<file path="src/rtl/oite_pkg.sv">
// Shared types, widths and the orbital step function of the index tuple enumerator.
package oite_pkg;

    localparam int NUM_ORB  = 4;
    localparam int CFG_W    = 5;
    localparam int N_W      = 4;
    localparam int ML_W     = 7;
    localparam int K_W      = 7;
    localparam int OUT_ML_W = 6;
    localparam int CAP_W    = 8;
    localparam int KP_W     = 8;
    localparam int PROD_W   = 16;
    localparam int P_W      = 10;
    localparam int IDX_W    = 2;

    typedef struct packed {
        logic [N_W-1:0]         n;
        logic signed [ML_W-1:0] ml;
        logic [K_W-1:0]         k;
    } t_orb;

    typedef struct packed {
        t_orb orb;
        logic wrap;
    } t_step;

    typedef enum logic [5:0] {
        S_IDLE  = 6'b000001,
        S_PIDX  = 6'b000010,
        S_CANON = 6'b000100,
        S_ADV   = 6'b001000,
        S_CARRY = 6'b010000,
        S_HOLD  = 6'b100000
    } t_state;

    // Advance one orbital to its next (n, ml) inside the shell sequence.
    function automatic t_step orb_step(input t_orb o, input logic [CAP_W-1:0] cap);
        t_step          s;
        logic [K_W-1:0] k_up;
        s      = '{orb: o, wrap: 1'b0};
        k_up   = o.k + K_W'(1);
        if (!o.ml[ML_W-1]) begin
            if (o.n == '0) begin
                // top of the shell: open the next shell at its most negative ml
                s.orb.ml = ~o.ml;
                s.orb.k  = k_up;
                if ({1'b0, k_up} >= cap) begin
                    s.orb.ml = '0;
                    s.orb.k  = '0;
                    s.wrap   = 1'b1;
                end
            end else begin
                s.orb.n  = o.n - N_W'(1);
                s.orb.ml = o.ml + ML_W'(2);
            end
        end else if (o.ml != '1) begin
            s.orb.n  = o.n + N_W'(1);
            s.orb.ml = o.ml + ML_W'(2);
        end else begin
            s.orb.ml = o.ml + ML_W'(2);
        end
        return s;
    endfunction

endpackage

</file>
<file path="src/rtl/orbital_index_tuple_enumerator_core.sv">
// Top level of the four-orbital index tuple enumerator with its step sequencer.
//
// Usage:
//   Request channel (i_valid / o_ready / i_step_request): a transaction with
//   i_step_request high emits the current tuple (n, ml of four orbitals) plus
//   the canonical and last flags, then advances the tuple. A transaction with
//   i_step_request low is absorbed and changes nothing.
//   Result channel (o_valid / i_ready): one transaction per step request,
//   held in an output register until taken.
//   Configuration channel (i_cfg_valid / o_cfg_ready / i_cfg_data): writes
//   shell_count, the highest shell of the sweep; always ready, write only
//   while idle.
//   Sequence: after acceptance the pair indices are formed in turn, sharing
//   one small multiplier, then come the canonical test, the advance of orbital
//   four and the carry steps, one per skipped candidate plus a final check
//   unless the sweep wraps; the carry chain advances one candidate tuple a
//   cycle. A new request waits only for the sequencer to return to idle,
//   even while a result waits.
//   The sequencer stalls in its hold state only if that result is still held.
//   Reset (i_rst_n low, synchronous): tuple to all zero, shell_count to 0,
//   result channel empty.
module orbital_index_tuple_enumerator_core
    import oite_pkg::*;
#(
    parameter int MAX_SHELLS = 32
) (
    input  logic                       i_clk,
    input  logic                       i_rst_n,
    input  logic                       i_valid,
    output logic                       o_ready,
    input  logic                       i_step_request,
    output logic                       o_valid,
    input  logic                       i_ready,
    output logic [N_W-1:0]             o_radial_first,
    output logic signed [OUT_ML_W-1:0] o_angular_first,
    output logic [N_W-1:0]             o_radial_second,
    output logic signed [OUT_ML_W-1:0] o_angular_second,
    output logic [N_W-1:0]             o_radial_third,
    output logic signed [OUT_ML_W-1:0] o_angular_third,
    output logic [N_W-1:0]             o_radial_fourth,
    output logic signed [OUT_ML_W-1:0] o_angular_fourth,
    output logic                       o_canonical,
    output logic                       o_last,
    input  logic                       i_cfg_valid,
    output logic                       o_cfg_ready,
    input  logic [CFG_W-1:0]           i_cfg_data
);

    // Sequencer and tuple state
    t_state                      r_state, n_state;
    t_orb                        r_orb [NUM_ORB];
    t_orb                        n_orb [NUM_ORB];
    logic [IDX_W-1:0]            r_pidx, n_pidx;
    logic [CFG_W-1:0]            r_shell_count;
    logic                        r_last, n_last;
    logic                        r_canon, n_canon;

    // Snapshot of the tuple being emitted and the pair indices
    logic [N_W-1:0]              r_snap_n  [NUM_ORB];
    logic signed [OUT_ML_W-1:0]  r_snap_ml [NUM_ORB];
    logic [P_W-1:0]              r_p       [NUM_ORB];

    // Result register
    logic                        r_o_valid, n_o_valid;
    logic [N_W-1:0]              r_o_n  [NUM_ORB];
    logic signed [OUT_ML_W-1:0]  r_o_ml [NUM_ORB];
    logic                        r_o_canon;
    logic                        r_o_last;

    logic                        w_accept;
    logic                        w_load;
    logic [CAP_W-1:0]            w_cap_req;
    logic [CAP_W-1:0]            w_cap;

    // Shared pair index unit
    t_orb                        w_sel;
    logic [KP_W-1:0]             w_abs_ml;
    logic [KP_W-1:0]             w_k;
    logic [PROD_W-1:0]           w_prod;
    logic [PROD_W-1:0]           w_psum;

    // Carry step
    t_step                       w_s0, w_s1, w_s2;
    t_orb                        w_c0, w_c1, w_c2;
    logic                        w_wrapped;
    logic signed [ML_W:0]        w_ml4;
    logic [ML_W:0]               w_mag4;

    // Canonical test
    logic [P_W-1:0]              w_lo01, w_hi01, w_lo23, w_hi23;
    logic                        w_order_ok, w_fuse_ok;

    assign o_ready     = (r_state == S_IDLE);
    assign o_cfg_ready = 1'b1;
    assign w_accept    = i_valid && o_ready;
    assign w_load      = (r_state == S_HOLD) && (!r_o_valid || i_ready);

    // Shell bound: shell_count + 1, saturated at the shell limit
    assign w_cap_req = CAP_W'(r_shell_count) + CAP_W'(1);
    assign w_cap     = (w_cap_req > CAP_W'(MAX_SHELLS)) ? CAP_W'(MAX_SHELLS) : w_cap_req;

    // p = (k*(k+2) + ml) / 2, one orbital a cycle
    always_comb begin
        w_sel    = r_orb[r_pidx];
        w_abs_ml = w_sel.ml[ML_W-1] ? KP_W'(-w_sel.ml) : KP_W'(w_sel.ml);
        w_k      = KP_W'({w_sel.n, 1'b0}) + w_abs_ml;
        w_prod   = PROD_W'(w_k) * PROD_W'(w_k + KP_W'(2));
        w_psum   = w_prod + PROD_W'(signed'(w_sel.ml));
    end

    // Ripple one carry step through orbitals three, two and one
    always_comb begin
        w_s2      = orb_step(r_orb[2], w_cap);
        w_s1      = orb_step(r_orb[1], w_cap);
        w_s0      = orb_step(r_orb[0], w_cap);
        w_c2      = w_s2.orb;
        w_c1      = w_s2.wrap ? w_s1.orb : r_orb[1];
        w_c0      = (w_s2.wrap && w_s1.wrap) ? w_s0.orb : r_orb[0];
        w_wrapped = w_s2.wrap && w_s1.wrap && w_s0.wrap;
        // ml4 fixed by conservation; may exceed the stored width when out of range
        w_ml4     = (ML_W+1)'(w_c0.ml) + (ML_W+1)'(w_c1.ml) - (ML_W+1)'(w_c2.ml);
        w_mag4    = w_ml4[ML_W] ? (ML_W+1)'(-w_ml4) : (ML_W+1)'(w_ml4);
    end

    // Pair orderings
    always_comb begin
        w_lo01     = (r_p[0] < r_p[1]) ? r_p[0] : r_p[1];
        w_hi01     = (r_p[0] < r_p[1]) ? r_p[1] : r_p[0];
        w_lo23     = (r_p[2] < r_p[3]) ? r_p[2] : r_p[3];
        w_hi23     = (r_p[2] < r_p[3]) ? r_p[3] : r_p[2];
        w_order_ok = (r_p[0] < r_p[1]) || ((r_p[0] == r_p[1]) && (r_p[2] <= r_p[3]));
        w_fuse_ok  = (w_lo01 < w_lo23) || ((w_lo01 == w_lo23) && (w_hi01 <= w_hi23));
    end

    // Sequencer next state
    always_comb begin
        n_state = r_state;
        n_orb   = r_orb;
        n_pidx  = r_pidx;
        n_last  = r_last;
        n_canon = r_canon;
        unique case (r_state)
            S_IDLE: begin
                n_pidx = '0;
                if (w_accept && i_step_request) begin
                    n_state = S_PIDX;
                end
            end
            S_PIDX: begin
                n_pidx = r_pidx + IDX_W'(1);
                if (r_pidx == IDX_W'(NUM_ORB - 1)) begin
                    n_state = S_CANON;
                end
            end
            S_CANON: begin
                n_canon = w_order_ok && w_fuse_ok;
                n_state = S_ADV;
            end
            S_ADV: begin
                // step orbital four up one radial number
                n_orb[3].n = r_orb[3].n + N_W'(1);
                n_orb[3].k = r_orb[3].k + K_W'(2);
                n_state    = S_CARRY;
            end
            S_CARRY: begin
                if ({1'b0, r_orb[3].k} >= w_cap) begin
                    n_orb[0]    = w_c0;
                    n_orb[1]    = w_c1;
                    n_orb[2]    = w_c2;
                    n_orb[3].n  = '0;
                    n_orb[3].ml = w_ml4[ML_W-1:0];
                    n_orb[3].k  = w_mag4[K_W-1:0];
                    if (w_wrapped) begin
                        n_last  = 1'b1;
                        n_state = S_HOLD;
                    end
                end else begin
                    n_last  = 1'b0;
                    n_state = S_HOLD;
                end
            end
            S_HOLD: begin
                if (w_load) begin
                    n_state = S_IDLE;
                end
            end
            default: begin
                n_state = S_IDLE;
            end
        endcase
    end

    assign n_o_valid = (r_o_valid && !i_ready) || w_load;

    // Control registers
    always_ff @(posedge i_clk) begin
        if (!i_rst_n) begin
            r_state       <= S_IDLE;
            r_pidx        <= '0;
            r_shell_count <= '0;
            r_o_valid     <= 1'b0;
            for (int i = 0; i < NUM_ORB; i++) begin
                r_orb[i] <= '0;
            end
        end else begin
            r_state   <= n_state;
            r_pidx    <= n_pidx;
            r_o_valid <= n_o_valid;
            r_orb     <= n_orb;
            if (i_cfg_valid && o_cfg_ready) begin
                r_shell_count <= i_cfg_data;
            end
        end
    end

    // Payload registers
    always_ff @(posedge i_clk) begin
        r_last  <= n_last;
        r_canon <= n_canon;
        if (w_accept) begin
            for (int i = 0; i < NUM_ORB; i++) begin
                r_snap_n[i]  <= r_orb[i].n;
                r_snap_ml[i] <= r_orb[i].ml[OUT_ML_W-1:0];
            end
        end
        if (r_state == S_PIDX) begin
            r_p[r_pidx] <= w_psum[P_W:1];
        end
        if (w_load) begin
            r_o_n     <= r_snap_n;
            r_o_ml    <= r_snap_ml;
            r_o_canon <= r_canon;
            r_o_last  <= r_last;
        end
    end

    assign o_valid          = r_o_valid;
    assign o_radial_first   = r_o_n[0];
    assign o_angular_first  = r_o_ml[0];
    assign o_radial_second  = r_o_n[1];
    assign o_angular_second = r_o_ml[1];
    assign o_radial_third   = r_o_n[2];
    assign o_angular_third  = r_o_ml[2];
    assign o_radial_fourth  = r_o_n[3];
    assign o_angular_fourth = r_o_ml[3];
    assign o_canonical      = r_o_canon;
    assign o_last           = r_o_last;

endmodule

</file>
<file path="config.mk">
export PLATFORM = sky130hd
export DESIGN_NAME = orbital_index_tuple_enumerator_core
export DESIGN_NICKNAME = d
export VERILOG_FILES = /design/src/rtl/oite_pkg.sv /design/src/rtl/orbital_index_tuple_enumerator_core.sv
export SDC_FILE = /design/constraint.sdc
export NUM_CORES = 1
export LEC_CHECK = 0
export BUFFER_PORTS_ARGS = -buffer_cell sky130_fd_sc_hd__buf_2
export CAP_MARGIN = 40
export CORE_UTILIZATION = 50
export CTS_CLUSTER_SIZE = 8
export DETAILED_ROUTE_END_ITERATION = 12
export PLACE_DENSITY = 0.72
export SLEW_MARGIN = 20
export SYNTH_ARGS = -nofsm -noshare
export SYNTH_HDL_FRONTEND = slang
export SYNTH_SLANG_ARGS = --single-unit
</file>
<file path="constraint.sdc">
create_clock -name i_clk -period 18.58 [get_ports i_clk]
set_input_delay 3.716 -clock i_clk [delete_from_list [all_inputs] [get_ports i_clk]]
set_output_delay 3.716 -clock i_clk [all_outputs]
set_load 0.01 [all_outputs]
</file>
# After elaboration in Yosys (flattened, before gate mapping)
# Memories as Yosys holds them, arrays and structs flattened.
# Index checks and enable logic that the tools add are counted.
[word_totals]
mem_bits_rw = 40
ff_bits = 170
mem_count = 1
inputBits = 11
elab_cells = 179
output_inout_bits = 45
[memory_table]
columns = ["memory", "words", "word_bits", "rd", "rd_clocked_by_memory_dff", "wr", "line", "source"]
rows = [
  ["r_p", 4, 10, 4, 0, 1, "orbital_index_tuple_enumerator_core.sv:61", "logic [P_W-1:0] r_p [NUM_ORB];"],
]
[classes]
n_bitwise = 7
n_mux = 46
n_eq_ne = 24
mul = 1
reduce_logical = 30
magnitude_cmp = 11
addsub = 23
[op_table]
columns = ["cell", "n"]
rows = [
  ["$mux W18", 3],
  ["$mux W15", 3],
  ["$mux W10", 4],
  ["$mux W8", 5],
  ["$bmux W18 S2", 1],
  ["$mux W6", 6],
  ["$pmux W6 S6", 1],
  ["$mux W11", 3],
  ["$lt A10 B10 Y1", 3],
  ["$ge A7 B6 Y1", 4],
  ["$mux W14", 2],
  ["$mux W7", 4],
  ["$mux W4", 6],
  ["$add A7 B1 Y7 const B", 3],
  ["$add A7 B3 Y7 const B", 3],
  ["$ne A7 B7 Y1 const B", 3],
  ["$not A7 Y7", 3],
  ["$eq A10 B10 Y1", 2],
  ["$le A10 B10 Y1", 2],
  ["$reduce_and A5 Y1", 4],
  ["$add A4 B1 Y4 const B", 4],
  ["$ne A2 B2 Y1 const B", 7],
  ["$pmux W7 S2", 1],
  ["$logic_not A4 Y1", 3],
  ["other kinds (34)", 62],
]

# Longest topological paths before layout
[logic_depth]
word_depth = 15
depth_mapped = 32
ltp_nobuf = 31

# Worst setup path after synthesis
# OpenSTA, ideal clock, no wires.
[synth_timing]
path_type = "register to register"
from = "register r_pidx[0]"
to = "memory r_p[0][9], data pin"
setup_ns = 0.278
n_path_buf = 1
path_slack_ns = 11.270
path_stages_with_launch = 32
synth_period_minus_slack_ns = 7.310
t_required_ns = 18.302
arrival_time_ns = 7.032
path_cell_list = "dfxtp_1 -> mux4_1 -> buf_6 -> inv_2 -> ha_1 -> nand2b_1 -> xnor2_1 -> inv_1 -> fa_1 -> inv_1 -> a21oi_1 -> o21bai_1 -> xnor2_1 -> xor2_2 -> inv_1 -> ha_1 -> nand2b_1 -> fa_1 -> inv_1 -> fa_1 -> inv_1 -> fa_1 -> fa_1 -> inv_1 -> ha_1 -> inv_1 -> o21bai_1 -> a21oi_1 -> o21ai_0 -> xnor2_1 -> xnor2_1 -> xnor3_1"
[synth_between]
elab_chain_len = 10
[synth_rtl]
columns = ["item", "line", "source"]
rows = [
  ["start: declaration", "orbital_index_tuple_enumerator_core.sv:53", "logic [IDX_W-1:0] r_pidx, n_pidx;"],
  ["start signal: assignment", "orbital_index_tuple_enumerator_core.sv:207", "r_pidx <= n_pidx;"],
  ["$not A2 Y3 (not written as such) *", "orbital_index_tuple_enumerator_core.sv:104", "w_sel = r_orb[r_pidx];"],
  ["$bmux W18 S2 *", "orbital_index_tuple_enumerator_core.sv:104", ""],
  ["$mux W18 (not written as such) * (2 in a row)", "orbital_index_tuple_enumerator_core.sv:104", ""],
  ["$neg A7 Y8", "orbital_index_tuple_enumerator_core.sv:105", "w_abs_ml = w_sel.ml[ML_W-1] ? KP_W'(-w_sel.ml) : KP_W'(w_sel.ml);"],
  ["$mux W8", "orbital_index_tuple_enumerator_core.sv:105", ""],
  ["$add A5 B8 Y8", "orbital_index_tuple_enumerator_core.sv:106", "w_k = KP_W'({w_sel.n, 1'b0}) + w_abs_ml;"],
  ["$add A8 B2 Y9", "orbital_index_tuple_enumerator_core.sv:107", "w_prod = PROD_W'(w_k) * PROD_W'(w_k + KP_W'(2));"],
  ["$mul A8 B9 Y11", "orbital_index_tuple_enumerator_core.sv:107", ""],
  ["$add A11 B11 Y11 *", "orbital_index_tuple_enumerator_core.sv:108", "w_psum = w_prod + PROD_W'(signed'(w_sel.ml));"],
  ["net w_psum[10]", "orbital_index_tuple_enumerator_core.sv:80", "logic [PROD_W-1:0] w_psum;"],
  ["end: declaration", "orbital_index_tuple_enumerator_core.sv:61", ""],
]
# The timed path passes the listed nets; every way through them passes the cells marked *. The select of a mux whose other input is x is not followed.

# Final worst setup path
[layout_timing]
from = "register r_pidx[0]"
to = "memory r_p[2][9], data pin"
# The elaborated chain is that of the path after synthesis.

==> impl_metrics.ini <==
[outcome]
outcome = finished, violations left
failed_checks = design-rule violations

[timing]
hold_violations = 0
setup_slack_ns = 10.18
final.setup.tns_ns = 0
clock_skew_ns = 0.04433
rsz0062_at_grt = false
layout_min_cycle_time_ns = 8.401
slew_headroom_pct = 47.42
setup_violations = 0
slew_violations = 0
holdWs_ns = 0.4164
fin_crit_sh_pct = 45.22
fmax_ghz = 0.1190
worstMarginPinSlew_ns = 0.7887

[finish]
layout_common_cells = ha_1 (124), edfxtp_1 (124), inv_1 (121), nand2_1 (90), dfxtp_1 (86)
fin_util_pct = 57.04
areaGrowthSynthToFinish_pct = 11.04
regArea_sq_mm = 0.005445
final_cells = 1677
design_area_sq_mm = 0.01495
multiInputGateArea_sq_mm = 0.007346
layout-drive-gt1-share_pct = 12.52
n_antenna_cell = 0
fillers = 2186
fin_nets = 1502

[cts]
h-tree-depth = 1
hold_buffers = 0
post_cts_buffers = 0
cts-root-buf = clkbuf_16
cts_resized = 0
tritoncts = yes
insertion_delay_ns = 0.56
numCtsBuffers = 30
clockBufferDepth = 3
clk_pin_slew_ns = 0.05
cts.sinks = 210

[place]
hpwlAfterDp_um = 21700
place_inst = 1622
dpl_cell_area_sq_mm = 0.01404
pre_cts_slack_ns = 10.22
gp_congestion = 0.8981
port_buffers = 54

[routing]
num_vias = 9563
top_layer = met4
wl_per_cell_um = 17.43
vias_per_cell = 5.702
met1Wirelength_um = 13450
firstDrtPassIters = 9
first_iter_violations = 779
route.detailed.drc = 8
ant_nets = 0
wl_met3_um = 1918
route.met2.wl_um = 13330
drt-total-wl_um = 29230

[setup_path]
crit_type = flop to flop
arrival_ns = 8.65
cp-end-kind = flop
cp_num_buf_inv = 8
required_ns = 18.83
start_kind = flop
crit_family = adder cells
max_stage_delay_ns = 0.87
critPathMaxFanout = 15
path_common_cell = inv_1
crit_slowest_cell = mux4_1

[floorplan]
pin_count = 56
floorplan.rows = 59
die_h_um = 166.1
dieArea_sq_mm = 0.02758
coreArea_sq_mm = 0.02621
initial_core_util_pct = 51.36
die_w_um = 166.1

[global_route]
gr-usage-all-layers_pct = 21.58
grt_pass1_vias = 9427
gr-total-overflow = 0
grt_max_degree = 43
grt_pass1_wl_um = 47950
grt_antenna_before_repair = 0

[power]
total_power_mw = 1.163
pwr_density_cell_mw_per_mm2 = 77.82
ir_drop_v = 0.00007260
leakage_nw = 6.219

[logic_synthesis]
synth_top_area_share_pct = 27.66
synthCells = 1263
yosysTopAreaCell = edfxtp_1
ys_async_sr_fraction_pct = 0
ys_seq_area_share_pct = 40.45
synth-edff-count = 124
synthFlopType = edfxtp_1
yosys_register_bits = 210
yosysUniqueCellTypes = 82
synth_area_leaders = edfxtp_1 (28%), dfxtp_1 (13%), ha_1 (12%)
yosysWarnings = 0
avgSynthCellArea_sq_um = 10.66
synthesis.area_sq_mm = 0.01346

[min_path]
hp-class = flop to flop

[job]
max_cap_viol_count = 0
[synth_stat cells (all sizes together), types with 3 or more instances]
master	count
nand4	22
nand2	94
or4	3
o311ai	3
o21a	20
nand3	35
xnor2	47
o211ai	3
nor3b	3
and3	13
fa	47
ha	124
a311oi	3
nor4	9
nor2	86
o21ai	31
o22ai	6
a2111oi	4
nand3b	5
a31oi	9
inv	124
o21bai	9
mux2	21
a21o	31
clkbuf	31
a211oi	15
nand2b	19
xor2	18
edfxtp	124
mux4	11
or3	8
and2	19
mux2i	40
o31ai	8
dfxtp	86
nor3	21
a21oi	69
o221a	4
o31a	3
buf	10
nor2b	4
[flip-flops by register name, indices dropped and copies added, names as in the netlist, 5 cells and up]
name              flops
r_orb                72
r_p                  40
r_snap_ml            24
r_snap_n             16
o_angular_first       6
o_angular_fourth      6
o_angular_second      6
o_angular_third       6
r_state               6
r_shell_count         5
[final timing paths]
path	from	to	slack, ns	cells past startpoint
worst max-delay path	r_pidx[0]	r_p[2][9]	10.18	30
worst min-delay path	r_snap_n[11]	o_radial_second[3]	0.42	0
worst max register to register	r_pidx[0]	r_p[2][9]	10.18	30
worst min register to register	r_snap_n[11]	o_radial_second[3]	0.42	0
[power breakdown]
part	internal [mW]	leakage [nW]	switching [mW]
clock network	0.309	0.419	0.196
logic	0.0582	3.94	0.0960
registers	0.501	1.86	0.00364
[final cells by class]
type	count	area share, %
multi-input cells	887	49.15
well taps	335	2.804
repair buffers	65	2.495
flip-flops and latches	210	36.43
clock inverters	1	0.2009
clock buffers	53	5.743
inverters	126	3.181
[metal layers]
layer | vias to the layer above | track usage (%)
met4 | 0 | 5.689
met5 | - | 0
met1 | 4592 | 30.11
met3 | 40 | 2.812
li1 | 4628 | -
met2 | 303 | 35.46
[logic make-up after synthesis]
family                     count (synthesis)  synth area share (%)
adders and majority gates                171                 18.52
other                                      2               0.05579
muxes                                     72                 6.739
AOI/OAI and AO/OA                        231                 11.57
buffers and inverters                    167                 5.094
xor gates and xnor gates                  66                 4.648
and+or+nand+nor                          344                 12.92
DFF                                      210                 40.45
(Power assumes the default switching activity.)
